<file path="src/owsm_pkg.sv">
// ----------------------------------------------------------------------------
// owsm_pkg
// Shared types and constants of the omni-wheel speed mixer.
// ----------------------------------------------------------------------------
package owsm_pkg;

  // Q8.8 velocity, Q16.16 gain, Q24.24 product, int16 speed
  typedef logic signed [15:0] vel_t;
  typedef logic signed [31:0] gain_t;
  typedef logic signed [47:0] prod_t;
  typedef logic signed [15:0] speed_t;
  typedef logic        [15:0] decay_t;

  localparam int CfgIdxW  = 3;
  localparam int CfgDataW = 32;

  typedef logic [CfgIdxW-1:0]  cfg_idx_t;
  typedef logic [CfgDataW-1:0] cfg_data_t;

  // register indexes of the configuration port
  localparam cfg_idx_t REG_FRONT_SINE   = 3'd0;
  localparam cfg_idx_t REG_FRONT_COSINE = 3'd1;
  localparam cfg_idx_t REG_BACK_SINE    = 3'd2;
  localparam cfg_idx_t REG_BACK_COSINE  = 3'd3;
  localparam cfg_idx_t REG_SPIN         = 3'd4;
  localparam cfg_idx_t REG_DECAY        = 3'd5;

  localparam decay_t DECAY_RESET = 16'd26214;

  localparam speed_t SPEED_MAX = 16'sh7FFF;
  localparam speed_t SPEED_MIN = -16'sh8000;

  typedef struct packed {
    gain_t  front_sine;
    gain_t  front_cosine;
    gain_t  back_sine;
    gain_t  back_cosine;
    gain_t  spin;
    decay_t decay;
  } owsm_gains_t;

  typedef struct packed {
    vel_t u;
    vel_t v;
    vel_t w;
  } owsm_vel_t;

  typedef struct packed {
    prod_t u_front;
    prod_t v_front;
    prod_t u_back;
    prod_t v_back;
    prod_t w_spin;
  } owsm_prod_t;

endpackage

</file>
<file path="src/owsm_mix_stage.sv">
// ----------------------------------------------------------------------------
// owsm_mix_stage
// Sign-patterned wheel sums, rounding, int16 clamp and the result register.
// ----------------------------------------------------------------------------
module owsm_mix_stage (
  input  logic                 clk,
  input  logic                 rst,
  input  logic                 in_valid,
  output logic                 in_ready,
  input  owsm_pkg::owsm_prod_t prod,
  output logic                 out_valid,
  input  logic                 out_ready,
  output owsm_pkg::speed_t     front_right_speed,
  output owsm_pkg::speed_t     back_right_speed,
  output owsm_pkg::speed_t     back_left_speed,
  output owsm_pkg::speed_t     front_left_speed,
  output logic                 saturated
);
  import owsm_pkg::*;

  typedef logic signed [49:0] sum_t;

  localparam sum_t RndHalf = 50'sd8388608;

  // returns {clamped, speed}
  function automatic logic [16:0] to_speed(input sum_t s);
    sum_t               r;
    logic signed [25:0] q;
    logic [16:0]        res;
    r = s + (s[49] ? (RndHalf - 50'sd1) : RndHalf);
    q = r[49:24];
    if (q > 26'sd32767) begin
      res = {1'b1, SPEED_MAX};
    end else if (q < -26'sd32768) begin
      res = {1'b1, SPEED_MIN};
    end else begin
      res = {1'b0, q[15:0]};
    end
    return res;
  endfunction

  sum_t        uf;
  sum_t        vf;
  sum_t        ub;
  sum_t        vb;
  sum_t        ws;
  logic [16:0] fr;
  logic [16:0] br;
  logic [16:0] bl;
  logic [16:0] fl;

  assign in_ready = !out_valid || out_ready;

  assign uf = sum_t'(prod.u_front);
  assign vf = sum_t'(prod.v_front);
  assign ub = sum_t'(prod.u_back);
  assign vb = sum_t'(prod.v_back);
  assign ws = sum_t'(prod.w_spin);

  assign fr = to_speed(ws - uf - vf);
  assign br = to_speed(ws + ub - vb);
  assign bl = to_speed(ws + ub + vb);
  assign fl = to_speed(ws - uf + vf);

  always_ff @(posedge clk) begin
    if (rst) begin
      out_valid <= 1'b0;
    end else if (in_ready) begin
      out_valid <= in_valid;
    end
  end

  always_ff @(posedge clk) begin
    if (in_ready && in_valid) begin
      front_right_speed <= fr[15:0];
      back_right_speed  <= br[15:0];
      back_left_speed   <= bl[15:0];
      front_left_speed  <= fl[15:0];
      saturated         <= fr[16] | br[16] | bl[16] | fl[16];
    end
  end

  a_reset_empty : assert property (@(posedge clk) rst |=> !out_valid)
    else $error("result register valid after reset");

  a_sat_at_rail : assert property (@(posedge clk)
    (out_valid && saturated) |->
      (front_right_speed == SPEED_MAX || front_right_speed == SPEED_MIN ||
       back_right_speed == SPEED_MAX  || back_right_speed == SPEED_MIN  ||
       back_left_speed == SPEED_MAX   || back_left_speed == SPEED_MIN   ||
       front_left_speed == SPEED_MAX  || front_left_speed == SPEED_MIN))
    else $error("saturation flag without a speed at a rail");

endmodule

</file>
<file path="config.mk">
export PLATFORM = sky130hd
export DESIGN_NAME = owsm_mix_stage
export DESIGN_NICKNAME = d
export VERILOG_FILES = /design/src/owsm_pkg.sv /design/src/owsm_mix_stage.sv
export SDC_FILE = /design/constraint.sdc
export NUM_CORES = 1
export LEC_CHECK = 0
export BUFFER_PORTS_ARGS = -buffer_cell sky130_fd_sc_hd__buf_2
export CAP_MARGIN = 20
export CORE_UTILIZATION = 54
export DETAILED_ROUTE_END_ITERATION = 8
export HOLD_SLACK_MARGIN = 0.03
export PLACE_DENSITY = 0.77
export SYNTH_ARGS = -nofsm -noshare
export SYNTH_HDL_FRONTEND = slang
export SYNTH_SLANG_ARGS = --single-unit
</file>
<file path="constraint.sdc">
create_clock -name clk -period 14.8 [get_ports clk]
set_input_delay 2.96 -clock clk [delete_from_list [all_inputs] [get_ports clk]]
set_output_delay 2.96 -clock clk [all_outputs]
set_load 0.05 [all_outputs]
</file>
==> out/qor.yml <==
pwr:
  p_clk_share_pct: 5.9
  p_seq_share_pct: 8.3
  p_leak_nw: 11.54
  ir_worst_vdd_v: 0.00006494
  combPwrFrac_pct: 85.8
  p_per_area_nw_per_um2: 135.3
  intPower_w: 0.001435
  p_sw_w: 0.001943
  switching_share_pct: 57.52
timing:
  fmax_ghz: 0.07140
  rsz0062_at_grt: "no"
  finalClockSkew_ps: 8.381
  drv_slew: 0
  relSlewSlack_pct: 26.65
  fin_crit_ps: 14010
  fin_setup_tns_ps: 0
  report.final.setup_viol: 0
  fin_crit_sh_pct: 94.63
  worst_pin_slew_ps: 1096
  hold_viol: 0
clocking:
  root_buffer: "clkbuf_16"
  cts_setup_buffers: 0
  cts.clk_slew.worst_paths_ps: 60
  hold_buffers: 0
  clkLatencyLatePin_ps: 370
  clk_path_buf_depth: 2
  h-tree-depth: 3
  clock_sinks: 66
  numCtsBuffers: 9
  cts_tree: "built"
  cts_resized: 0
critical_path:
  worstSetupPathType: "in -> reg"
  cp_common_cell: "a21o_1"
  cp-end-kind: "register"
  cp_slowest_cell: "o21ai_1"
  cp_data_required_time_ps: 14900
  crit_fanout: 18
  start_kind: "input pin"
  arrival_ps: 14100
  max_stage_delay_ps: 830
place:
  port_buffers: 310
  gp_congestion: 1.056
  dpl.hpwl_mm: 72.59
floorplan:
  die_h_um: 207.6
  rows: 74
  core_um2: 41290
  die_w_um: 207.6
  boundaryPins: 311
  die-area_um2: 43110
  initial_core_util_pct: 55.29
cells_and_area:
  area_growth_pct: 9.316
  drive_gt1_share_pct: 11.81
  nNetsFinal: 4020
  final_util_pct: 60.44
run_status:
  status: "complete, no violations"
logic_synthesis:
  synth-main-ff-cell: "edfxtp_1"
  synthDistinctLibCells: 107
  syn_inst: 3172
  ys_warn_count: 0
  syn_area_um2: 22830
  synth-edff-count: 65
  async_flop_share_pct: 0
  synth_seq_area_share_pct: 8.636
  syn-num-nets: 3785
  synth-seq-cells: 66
  syn_avg_cell_area_um2: 7.198
grt:
  grt_max_degree: 66
  first_global_vias: 23520
  gr-total-overflow: 0
  grt_antenna_before_repair: 17
  grt_first_pass_wirelength_mm: 130.1
  groute.usage.overall_pct: 37.70
routing:
  wl_per_cell_um: 21.34
  firstDrtPassIters: 6
  drcViolationCount: 0
  drt-total-wl_mm: 84.44
  ant_nets: 0
  first_iter_violations: 2577
  vias: 25130
  viasPerCell: 6.351
min_path:
  hold_path.class: "reg -> reg"
flow_run:
  max_cap_viol_count: 0
## critical path, delay by kind of cell
family,cells,cell delay (ps)
and+or+nand+nor,9,2800
AOI/OAI and AO/OA,24,5610
buffers and inverters,4,990
xor gates and xnor gates,1,380
adders and majority gates,4,1310
## layout make-up
type / instances / area, um^2
clock buffers: 10 / 229.0
inverters: 309 / 1160
well taps: 532 / 665.6
repair buffers: 316 / 1597
clock inverters: 5 / 22.52
multi-input cells: 2705 / 19280
fillers: 3928 / 16330
diodes: 14 / 35.03
flip-flops and latches: 66 / 1972
## power groups by stage
stage	clock network, W	registers [W]	logic, W
2_1_floorplan	0	0.000416	0.00199
3_3_place_gp	0	0.000284	0.00276
3_5_place_dp	0	0.000285	0.00281
4_1_cts	0.000199	0.000281	0.00283
5_1_grt	0.000205	0.000284	0.00315
6_report	0.000199	0.000282	0.00290
## cells in the final DEF (no fill, tap or decap), drive strengths merged, types with 11 or more instances in the layout
cell	count
o211ai	34
diode	14
buf	316
xor2	63
o21a	34
nor3b	14
nand4	39
mux2i	12
a21boi	12
or3	35
or4	11
xnor2	225
o31ai	43
inv	307
nand3	65
a21oi	329
o21bai	56
o21ai	220
ha	363
edfxtp	65
and2	33
o31a	12
nor2b	50
nor4	36
nor2	264
nor3	88
nand2b	55
a2111oi	17
a31oi	37
a211oi	36
nand2	166
nor4b	13
or2	26
and3	29
a21o	116
## routing by layer
metal  up-vias  GRT usage, %  wire length (um)
met5         -             0                69
met4        10         13.41              2859
met3       153         7.398              7271
met2      1113         63.24             38540
met1     11820         47.86             35700
li1      12040             -                 -
## logic make-up after synthesis
logic type,after synthesis,share of synthesized area [%]
compound gates,1073,30.48
simple gates,960,21.78
mux,15,0.6740
flops,66,8.636
xor+xnor,288,11.05
fa+ha+maj,369,20.42
buf+inv,401,6.959
## Yosys cell counts (32+ instances only)
master | number | area (um^2)
a211oi_1 | 34 | 255.2
a21o_1 | 116 | 870.8
a21oi_1 | 325 | 1627
a31oi_1 | 37 | 231.5
and2_1 | 33 | 206.5
clkbuf_1 | 57 | 214.0
edfxtp_1 | 65 | 1952
ha_1 | 363 | 4542
inv_1 | 305 | 1145
nand2_1 | 166 | 623.1
nand2b_1 | 55 | 344.1
nand3_1 | 65 | 325.3
nand4_1 | 37 | 231.5
nor2_1 | 264 | 991.0
nor2b_1 | 50 | 312.8
nor3_1 | 87 | 435.4
nor4_1 | 32 | 200.2
o211ai_1 | 33 | 247.7
o21a_1 | 34 | 255.2
o21ai_0 | 208 | 1041
o21bai_1 | 56 | 420.4
o31ai_1 | 42 | 315.3
or3_1 | 34 | 212.7
xnor2_1 | 225 | 1971
xor2_1 | 63 | 551.8
## metrics by stage
step | setup slack, ps | hold WS, ps | total power [W] | cells | instance area, um^2
3_5_place_dp | 730.6 | 531.6 | 0.003096 | 3928 | 24670
2_1_floorplan | 3058 | 1114 | 0.002403 | 3172 | 22830
6_report | 794.7 | 547.9 | 0.003378 | 3957 | 24960
3_3_place_gp | 986.7 | 480.1 | 0.003042 | 3928 | 24670
4_1_cts | 1051 | 538.8 | 0.003310 | 3943 | 24930
5_1_grt | 206.0 | 571.5 | 0.003634 | 3948 | 24940
## final timing paths
| kind | from | endpoint | slack, ps | depth (start not counted) |
|---|---|---|---|---|
| worst max-delay path | prod[0] | saturated | 790 | 42 |
| worst min register to register | out_valid | out_valid | 550 | 2 |
| worst max register to register | out_valid | front_right_speed[7] | 13110 | 3 |
| worst min-delay path | out_valid | out_valid | 550 | 2 |
## sequential cells by signal, summed over array words and instances (netlist names)
| name | flops |
|---|---|
| out_valid | 1 |
| back_left_speed | 16 |
| back_right_speed | 16 |
| saturated | 1 |
| front_right_speed | 16 |
| front_left_speed | 16 |
Power figures use the tool's default switching activity.
