File: config.mk
export PLATFORM = sky130hd
export DESIGN_NAME = owsm_cfg_regs
export DESIGN_NICKNAME = d
export VERILOG_FILES = /design/src/owsm_pkg.sv /design/src/owsm_cfg_regs.sv
export SDC_FILE = /design/constraint.sdc
export NUM_CORES = 1
export LEC_CHECK = 0
export ABC_AREA = 1
export BUFFER_PORTS_ARGS = -buffer_cell sky130_fd_sc_hd__buf_2
export CELL_PAD_IN_SITES_DETAIL_PLACEMENT = 0
export CELL_PAD_IN_SITES_GLOBAL_PLACEMENT = 2
export CORE_ASPECT_RATIO = 1.75
export CORE_MARGIN = 1.5
export CORE_UTILIZATION = 27
export DETAILED_ROUTE_END_ITERATION = 16
export GPL_TIMING_DRIVEN = 0
export PLACE_DENSITY_LB_ADDON = 0.1
export RECOVER_POWER = 100
export SLEW_MARGIN = 20
export SYNTH_ARGS = -nofsm -noshare
export SYNTH_HDL_FRONTEND = slang
export SYNTH_SLANG_ARGS = --single-unit
File: constraint.sdc
create_clock -name clk -period 1.1 [get_ports clk]
set_clock_uncertainty 0.05 [all_clocks]
set_input_delay 0.165 -clock clk [delete_from_list [all_inputs] [get_ports clk]]
set_output_delay 0.165 -clock clk [all_outputs]
set_load 0.05 [all_outputs]
File: src/owsm_pkg.sv
// ----------------------------------------------------------------------------
// owsm_pkg
// Shared types and constants of the omni-wheel speed mixer.
// ----------------------------------------------------------------------------
package owsm_pkg;

  // Q8.8 velocity, Q16.16 gain, Q24.24 product, int16 speed
  typedef logic signed [15:0] vel_t;
  typedef logic signed [31:0] gain_t;
  typedef logic signed [47:0] prod_t;
  typedef logic signed [15:0] speed_t;
  typedef logic        [15:0] decay_t;

  localparam int CfgIdxW  = 3;
  localparam int CfgDataW = 32;

  typedef logic [CfgIdxW-1:0]  cfg_idx_t;
  typedef logic [CfgDataW-1:0] cfg_data_t;

  // register indexes of the configuration port
  localparam cfg_idx_t REG_FRONT_SINE   = 3'd0;
  localparam cfg_idx_t REG_FRONT_COSINE = 3'd1;
  localparam cfg_idx_t REG_BACK_SINE    = 3'd2;
  localparam cfg_idx_t REG_BACK_COSINE  = 3'd3;
  localparam cfg_idx_t REG_SPIN         = 3'd4;
  localparam cfg_idx_t REG_DECAY        = 3'd5;

  localparam decay_t DECAY_RESET = 16'd26214;

  localparam speed_t SPEED_MAX = 16'sh7FFF;
  localparam speed_t SPEED_MIN = -16'sh8000;

  typedef struct packed {
    gain_t  front_sine;
    gain_t  front_cosine;
    gain_t  back_sine;
    gain_t  back_cosine;
    gain_t  spin;
    decay_t decay;
  } owsm_gains_t;

  typedef struct packed {
    vel_t u;
    vel_t v;
    vel_t w;
  } owsm_vel_t;

  typedef struct packed {
    prod_t u_front;
    prod_t v_front;
    prod_t u_back;
    prod_t v_back;
    prod_t w_spin;
  } owsm_prod_t;

endpackage

File: src/owsm_cfg_regs.sv
// ----------------------------------------------------------------------------
// owsm_cfg_regs
// Gain and decay registers written through the configuration channel.
// ----------------------------------------------------------------------------
module owsm_cfg_regs (
  input  logic                  clk,
  input  logic                  rst,
  input  logic                  wr_en,
  input  owsm_pkg::cfg_idx_t    wr_index,
  input  owsm_pkg::cfg_data_t   wr_data,
  output owsm_pkg::owsm_gains_t gains
);
  import owsm_pkg::*;

  always_ff @(posedge clk) begin
    if (rst) begin
      gains.front_sine   <= '0;
      gains.front_cosine <= '0;
      gains.back_sine    <= '0;
      gains.back_cosine  <= '0;
      gains.spin         <= '0;
      gains.decay        <= DECAY_RESET;
    end else if (wr_en) begin
      case (wr_index)
        REG_FRONT_SINE:   gains.front_sine   <= gain_t'(wr_data);
        REG_FRONT_COSINE: gains.front_cosine <= gain_t'(wr_data);
        REG_BACK_SINE:    gains.back_sine    <= gain_t'(wr_data);
        REG_BACK_COSINE:  gains.back_cosine  <= gain_t'(wr_data);
        REG_SPIN:         gains.spin         <= gain_t'(wr_data);
        REG_DECAY:        gains.decay        <= wr_data[15:0];
        default: begin
          // unknown index, write dropped
        end
      endcase
    end
  end

endmodule

==> run_results.csv, run 1 <==
group,metric,value,unit
pwr,p_clk_frac,0.375,
grt,first_global_vias,6914,
setup_path,critPathLaunchType,"register",
pwr,seq_power_share,0.447,
sta,final.min_clock_period,1.18,ns
pwr,cellPowerDensity,1380,nW/um^2
detailed_routing,drtAntennaViolNets,0,
floorplan,fp-row-count,77,
setup_path,end_kind,"primary output",
setup_path,crit_buf_inv,1,
sta,timing.final.crit_share,1.07,
pwr,p_int,10.8,mW
grt,grt_usage,0.209,
detailed_routing,drc,0,
sta,tns,-9.61,ns
sta,fmax,0.846,GHz
layout,diodes,0,
pwr,p_leak,4.99,nW
floorplan,design.core.area,25200,sq um
floorplan,pin_count,214,
logic_synthesis,ys_seq_elements,176,
sta,whs,0.0796,ns
setup_path,slowest_delay,0.37,ns
logic_synthesis,synth_cells,997,
layout,final_nets,1283,
logic_synthesis,synth_seq_area_share,0.510,
place,gp_congestion,0.756,
floorplan,die_w,124,um
setup_path,arrival,0.97,ns
sta,worst_slew_pin_slew,0.558,ns
pwr,switching_share,0.295,
layout,fill_cells,2680,
clock_network,htreeDepth,4,
setup_path,path_max_fanout,2,
floorplan,dieArea,26600,sq um
clock_network,cts-root-buf,"clkbuf_16",
sta,setup_ws,-0.0819,ns
sta,final-max-slew-violation-count,0,
setup_path,cpLargestDelayFamily,"flip-flops",
detailed_routing,vias,6957,
setup_path,crit_path_cell_trace,"buf_8",
layout,final_common_cell,"nor2_1",
detailed_routing,vias_per_cell,4.43,
worst_hold_path,hp-class,"in2reg",
detailed_routing,totalWireLength,26900,um
setup_path,reg2reg_from,"gains[132]$_SDFFE_PP0P_",
worst_hold_path,hold_depth,5,
sta,max_slew_margin,0.628,
place,dp_slack,-0.589,ns
worst_hold_path,min_from,"wr_data[19]",
layout,final_cell_mix,"nor2_1, nand2_1, nand3_1",
pwr,vdd_drop_max,0.945,mV
clock_network,cts_buffer_depth,2,
floorplan,fp.dieH,215,um
pwr,power.share.combinational,0.178,
outcome,violations,"setup timing",
logic_synthesis,ys_warn_count,0,
sta,rsz0062_at_grt,"true",
pwr,p_switching,4.51,mW
clock_network,cts_made_buffers,17,
layout,largest_reg_flops,176,
place,dp.cells,1526,
setup_path,r2r-end,"gains[132]$_SDFFE_PP0P_",
layout,instances_no_fill,1572,
detailed_routing,drt_first_pass_iters,4,
sta,finalSetupViolations,176,
layout,final_area,11000,sq um
logic_synthesis,synth_cell_type_count,12,
clock_network,tritoncts,"yes",
place,io_buffers,213,
setup_path,required,0.88,ns
layout,drive_gt1_frac,0.395,
clock_network,clk_pin_slew,0.07,ns
setup_path,crit_path_start,"gains[155]$_SDFFE_PP0P_",
layout,top_register,"gains",
floorplan,initial_core_util,0.274,
logic_synthesis,syn_area_per_cell,6.93,sq um
grt,antenna_found_initial,1,
grt,grt_max_degree,17,
run,drv_cap,0,
detailed_routing,drtIter0Drc,257,
layout,top_regs,"gains x176",
clock_network,worstSkewPairLatency,0.44,ns
setup_path,r2r_cells,3,
worst_hold_path,hold_path_end,"gains[67]$_SDFFE_PP0P_",
logic_synthesis,syn-cell-area,6910,sq um
detailed_routing,drt-wirelength-per-cell,17.1,um
logic_synthesis,syn_nets,1035,
grt,grt-ovfl-total,0,
grt,grt_pass1_wl,40700,um
place,placed_area,8370,sq um
setup_path,r2r_slack,0.34,ns
clock_network,cts.sinks,176,
layout,fin_util,0.437,
place,hpwl,19900,um
setup_path,slowest_stage,"dfxtp_4",
layout,syn2layout_area_growth,59.8,%
sta,hold_viol,0,
pwr,power,15.3,mW
outcome,status,"complete, but fails checks",
setup_path,criticalPathCategory,"reg2out",
==> repair_timing <==
item | in CTS | in global routing
gates resized for setup | 659 | 66
setup endpoints to repair | 223 | 225
endpoints found under the hold margin | 8 | 0
hold buffers | 8 | 0
buffers inserted | 1 | 7
pin swaps | 0 | 0
==> cells in the mapped netlist (all sizes together) <==
cell type	number	share of area
nand3	176	0.13
buf	62	0.043
clkbuf	7	0.0038
nand2	191	0.10
dfxtp	176	0.51
inv	38	0.021
nor2	346	0.19
clkinv	1	0.00054
==> cell type report <==
class                      count  area, sq um  area share
sequential                   176         3790       0.343
timing repair buffer         229         2910       0.264
clock inverter                 7         62.6     0.00567
inverter                      39          150      0.0136
buffer                        69          339      0.0307
multi-input combinational    713         2930       0.265
clock buffer                  23          468      0.0424
tap                          316          395      0.0358
==> cells by family (layout without fill, tap and decap cells) <==
family | Yosys count | in the layout | share of synthesized area
flip-flops | 176 | 176 | 0.510
AND/OR/NAND/NOR | 713 | 713 | 0.422
buffers and inverters | 108 | 367 | 0.0677
==> how the worst max path moves through the flow <==
| stage | end | slack, ns | cells past startpoint |
|---|---|---|---|
| 2_1_floorplan | gains[0]$_SDFFE_PP0P_ | 0.11 | 6 |
| 6_report | gains[155] | -0.08 | 1 |
| 3_3_place_gp | gains[85]$_SDFFE_PP0P_ | -0.59 | 6 |
| 4_1_cts | gains[155] | -0.12 | 1 |
| 5_1_grt | gains[163] | -0.12 | 1 |
| 3_5_place_dp | gains[85]$_SDFFE_PP0P_ | -0.59 | 6 |
==> per-layer routing <==
layer / share of wire / up-vias / GRT usage
met2: 0.56 / 164 / 0.393
met5: 0.00037 / - / 0
met4: 0.022 / 2 / 0.0746
li1: - / 3582 / -
met1: 0.37 / 3180 / 0.217
met3: 0.048 / 29 / 0.0521
==> power by group through the flow <==
stage | clock (mW) | combinational [mW] | sequential (mW)
3_3_place_gp | 0 | 2.28 | 6.87
4_1_cts | 5.99 | 2.69 | 6.83
6_report | 5.74 | 2.72 | 6.82
5_1_grt | 6.22 | 2.93 | 6.85
3_5_place_dp | 0 | 2.29 | 6.87
2_1_floorplan | 0 | 0.820 | 7.62
(Power assumes the default switching activity.)
==> inputs of run 2 (changes only) <==
--- a/config.mk
+++ b/config.mk
@@ -9,7 +9,7 @@
 export BUFFER_PORTS_ARGS = -buffer_cell sky130_fd_sc_hd__buf_2
 export CELL_PAD_IN_SITES_DETAIL_PLACEMENT = 0
 export CELL_PAD_IN_SITES_GLOBAL_PLACEMENT = 2
-export CORE_ASPECT_RATIO = 1.75
+export CORE_ASPECT_RATIO = 1.1
 export CORE_MARGIN = 1.5
 export CORE_UTILIZATION = 27
 export DETAILED_ROUTE_END_ITERATION = 16
==> run 2 against run 1 <==
  * Design area down 0.29%
  * Critical path type unchanged
  * Largest cell class unchanged
  * Count of clock-buffer cells in the layout decreased by 4
  * Critical path depth stayed put
  * Largest power group unchanged
  * Sequential power about the same
  * Combinational power about the same
  * Power rose by 1.7%
  * The flow still finishes with violations (setup timing)
==> run_results.csv, run 2 (synthesized netlist as in run 1, its figures left out) <==
group,metric,value,unit
sta,final-max-slew-violation-count,0,
outcome,violations,"setup timing",
layout,fill_cells,2718,
grt,first_global_vias,6709,
floorplan,fp-row-count,61,
floorplan,die_w,156,um
setup_path,crit_buf_inv,1,
pwr,vdd_drop_max,0.900,mV
detailed_routing,vias_per_cell,4.44,
sta,worst_slew_pin_slew,0.544,ns
grt,grt_max_degree,18,
clock_network,worstSkewPairLatency,0.43,ns
setup_path,critPathLaunchType,"register",
floorplan,dieArea,26600,sq um
sta,final.min_clock_period,1.17,ns
layout,syn2layout_area_growth,59.3,%
floorplan,fp.dieH,171,um
clock_network,clk_pin_slew,0.08,ns
setup_path,crit_path_cell_trace,"buf_8",
outcome,status,"complete, but fails checks",
clock_network,htreeDepth,4,
sta,max_slew_margin,0.638,
sta,fmax,0.858,GHz
pwr,power,15.5,mW
place,io_buffers,213,
sta,finalSetupViolations,176,
grt,antenna_found_initial,3,
layout,final_common_cell,"nor2_1",
detailed_routing,drt-wirelength-per-cell,16.4,um
layout,fin_util,0.437,
run,drv_cap,0,
clock_network,cts_buffer_depth,2,
setup_path,arrival,0.95,ns
place,gp_congestion,0.754,
layout,top_register,"gains",
floorplan,design.core.area,25200,sq um
detailed_routing,totalWireLength,25800,um
detailed_routing,drtAntennaViolNets,0,
sta,timing.final.crit_share,1.06,
layout,largest_reg_flops,176,
sta,tns,-7.85,ns
setup_path,required,0.88,ns
layout,final_cell_mix,"nor2_1, nand2_1, nand3_1",
sta,hold_viol,0,
pwr,p_leak,4.97,nW
grt,grt_usage,0.198,
clock_network,cts_made_buffers,17,
detailed_routing,drtIter0Drc,305,
layout,final_nets,1280,
clock_network,cts-root-buf,"clkbuf_16",
place,dp_slack,-0.546,ns
layout,ff_latch_area,3760,sq um
sta,whs,0.111,ns
layout,drive_gt1_frac,0.394,
detailed_routing,drt_first_pass_iters,5,
detailed_routing,vias,6969,
setup_path,end_kind,"primary output",
grt,grt_pass1_wl,39200,um
sta,setup_ws,-0.0655,ns
place,hpwl,18900,um
setup_path,slowest_stage,"dfxtp_2",
sta,rsz0062_at_grt,"true",
floorplan,pin_count,214,
setup_path,criticalPathCategory,"reg2out",
setup_path,path_max_fanout,2,
layout,multi_input_area,2930,sq um
setup_path,slowest_delay,0.36,ns
detailed_routing,drc,0,
worst_hold_path,hp-class,"in2reg",
clock_network,cts.sinks,176,
pwr,cellPowerDensity,1410,nW/um^2
layout,top_regs,"gains x176",
grt,grt-ovfl-total,0,
clock_network,tritoncts,"yes",
floorplan,initial_core_util,0.274,
setup_path,cpLargestDelayFamily,"flip-flops",
run 2: changes by cell type in the layout (fill, tap and decap cells not counted), sizes merged:
cell / before / now
bufinv: 1 / 0
inv: 37 / 47
clkinvlp: 2 / 1
clkbuf: 37 / 57
diode: 0 / 1
clkinv: 6 / 4
buf: 276 / 249
run 2: cell type report:
type                    count  area share
well taps                 315      0.0358
repair buffers            226       0.260
clock inverters            13      0.0108
inverters                  39      0.0133
multi-input cells         713       0.267
plain buffers              69      0.0306
diodes                      1    0.000227
flip-flops and latches    176       0.341
clock buffers              19      0.0411
run 2: layer usage:
metal,track usage,up-vias,part of all wire
li1,-,3594,-
met1,0.247,3186,0.44
met2,0.341,167,0.50
met3,0.0448,20,0.051
met4,0.0584,2,0.013
met5,0,-,0.00050
run 2: report_power, final:
part	switching (mW)	internal (mW)	leakage, nW
clock	2.89	3.12	0.283
sequential	0.200	6.63	1.51
combinational	1.75	0.957	3.18
total	4.83	10.7	4.97
run 2: timing repair:
action / 4_1_cts / 5_1_grt
endpoints found under the setup margin: 257 / 233
hold endpoints to repair: 8 / 0
hold buffers: 8 / 0
gates cloned: 0 / 0
buffers inserted: 2 / 3
resized for setup: 645 / 62
run 2: worst paths after layout:
kind,startpoint,to,slack (ns),depth (start not counted)
worst min-delay path,wr_data[19],gains[99]$_SDFFE_PP0P_,0.11,5
worst max register to register,gains[163]$_SDFFE_PP0P_,gains[163]$_SDFFE_PP0P_,0.35,3
worst max-delay path,gains[23]$_SDFFE_PP0P_,gains[23],-0.07,1
worst min register to register,gains[13]$_SDFFE_PP1P_,gains[13]$_SDFFE_PP1P_,0.41,2
run 2: metrics by stage:
step	cell area, sq um	std cells
detailed placement	8370	1525
global route	11000	1571
CTS	10800	1567
finish	11000	1571
floorplan	6910	997
global placement	8370	1525
==> inputs of run 3 (changes only) <==
--- a/config.mk
+++ b/config.mk
@@ -15,7 +15,6 @@
 export DETAILED_ROUTE_END_ITERATION = 16
 export GPL_TIMING_DRIVEN = 0
 export PLACE_DENSITY_LB_ADDON = 0.1
-export RECOVER_POWER = 100
 export SLEW_MARGIN = 20
 export SYNTH_ARGS = -nofsm -noshare
 export SYNTH_HDL_FRONTEND = slang
==> run 3 against run 2 <==
  * The run still ends with setup timing left
  * Sequential power is essentially flat
  * Die area is the same
  * Design area is essentially flat
  * Combinational power is essentially flat
  * Sequential share of layout area is essentially flat
  * Core utilization is essentially flat
  * Count of clock-buffer cells in the layout is the same
  * Clock power is essentially flat
  * Critical endpoint is now gains[105]
  * Largest cell class unchanged
==> run_results.csv, run 3 (synthesized netlist as in run 1, its figures left out) <==
group,metric,value,unit
sta,worst_slew_pin_slew,0.551,ns
place,placed_area,8370,sq um
setup_path,end_kind,"primary output",
clock_network,tritoncts,"yes",
pwr,vdd_drop_max,0.884,mV
detailed_routing,routed-wl-met2,12800,um
clock_network,cts-root-buf,"clkbuf_16",
detailed_routing,drtIter0Drc,307,
detailed_routing,drc,0,
setup_path,arrival,0.95,ns
clock_network,cts_buffer_depth,2,
sta,final-max-slew-violation-count,0,
place,hpwl,18900,um
floorplan,initial_core_util,0.274,
setup_path,required,0.88,ns
detailed_routing,totalWireLength,25800,um
place,io_buffers,213,
sta,fmax,0.859,GHz
sta,rsz0062_at_grt,"true",
sta,setup_ws,-0.0647,ns
pwr,power,15.6,mW
layout,syn2layout_area_growth,59.4,%
clock_network,clk_pin_slew,0.07,ns
detailed_routing,drt_first_pass_iters,4,
grt,first_global_vias,6709,
grt,grt_pass1_wl,39200,um
setup_path,critPathLaunchType,"register",
setup_path,slowest_delay,0.37,ns
run,drv_cap,0,
grt,antenna_found_initial,3,
detailed_routing,top_layer,"met5",
layout,final_common_cell,"nor2_1",
floorplan,dieArea,26600,sq um
layout,final_cell_mix,"nor2_1, nand2_1, nand3_1",
clock_network,htreeDepth,4,
setup_path,slowest_stage,"dfxtp_2",
sta,final.min_clock_period,1.16,ns
setup_path,crit_buf_inv,1,
setup_path,crit_path_cell_trace,"buf_8",
pwr,cellPowerDensity,1410,nW/um^2
layout,largest_reg_flops,176,
floorplan,design.core.area,25200,sq um
detailed_routing,drt-met1-wl,11400,um
clock_network,cts_made_buffers,17,
grt,grt_usage,0.198,
grt,grt-ovfl-total,0,
sta,tns,-7.19,ns
detailed_routing,drt-wirelength-per-cell,16.4,um
sta,finalSetupViolations,176,
detailed_routing,dr_wl_met3,1390,um
detailed_routing,vias_per_cell,4.41,
detailed_routing,drtAntennaViolNets,0,
layout,drive_gt1_frac,0.395,
floorplan,fp.dieH,171,um
pwr,p_leak,4.98,nW
setup_path,path_max_fanout,2,
floorplan,pin_count,214,
outcome,status,"complete, but fails checks",
sta,max_slew_margin,0.633,
floorplan,die_w,156,um
worst_hold_path,hp-class,"in2reg",
layout,final_area,11000,sq um
outcome,violations,"setup timing",
grt,grt_max_degree,18,
setup_path,criticalPathCategory,"reg2out",
place,gp_congestion,0.754,
clock_network,worstSkewPairLatency,0.42,ns
sta,hold_viol,0,
layout,final_nets,1280,
sta,timing.final.crit_share,1.06,
layout,top_regs,"gains x176",
setup_path,cpLargestDelayFamily,"flip-flops",
clock_network,cts.sinks,176,
detailed_routing,vias,6932,
layout,top_register,"gains",
floorplan,fp-row-count,61,
[run 3: changes by cell type in the layout (fill, tap and decap cells not counted)]
cell and delta:
buf_1 +5, clkbuf_2 -20, clkbuf_1 -6, inv_2 +1, diode_2 +1, buf_2 +21
inv_1 -1
[run 3: path summary, 6_finish.rpt]
check | from | end | slack [ns] | depth (start not counted)
max reg2reg | gains[163]$_SDFFE_PP0P_ | gains[163]$_SDFFE_PP0P_ | 0.35 | 3
min | wr_data[19] | gains[35]$_SDFFE_PP0P_ | 0.11 | 5
max | gains[105]$_SDFFE_PP0P_ | gains[105] | -0.06 | 1
min reg2reg | gains[13]$_SDFFE_PP1P_ | gains[13]$_SDFFE_PP1P_ | 0.41 | 2
[run 3: through the flow]
step                setup WS, ns  cells   util  hold WS (ns)
finish                   -0.0647   1572  0.437         0.114
global route              -0.101   1571  0.437         0.127
CTS                      -0.0895   1567  0.428        0.0993
detailed placement        -0.546   1525  0.332         0.357
global placement          -0.548   1525  0.332         0.350
floorplan                  0.105    997      -         0.241
[run 3: per-layer routing]
layer | GRT usage | up-vias
li1 | - | 3597
met5 | 0 | -
met1 | 0.247 | 3165
met4 | 0.0584 | 2
met2 | 0.341 | 153
met3 | 0.0448 | 15
[run 3: what timing repair did]
action                     4_1_cts  5_1_grt
hold endpoints to repair         8        0
setup endpoints to repair      257      233
setup buffers                    2        3
hold buffers                     8        0
gates resized for setup        645       62
[run 3: power by group]
| group | total [mW] | leakage, nW | switching, mW | internal [mW] |
|---|---|---|---|---|
| clock | 6.02 | 0.283 | 2.90 | 3.12 |
| combinational | 2.71 | 3.19 | 1.75 | 0.958 |
| sequential | 6.83 | 1.51 | 0.200 | 6.63 |
| total | 15.6 | 4.98 | 4.85 | 10.7 |
[run 3: final cells by class]
cell class              count  area, sq um
multi-input cells         713         2930
repair buffers            226         2870
well taps                 315          394
flip-flops and latches    176         3760
plain buffers              69          337
inverters                  39          146
diodes                      2         5.00
fillers                  2716        14200
clock buffers              19          453
clock inverters            13          119
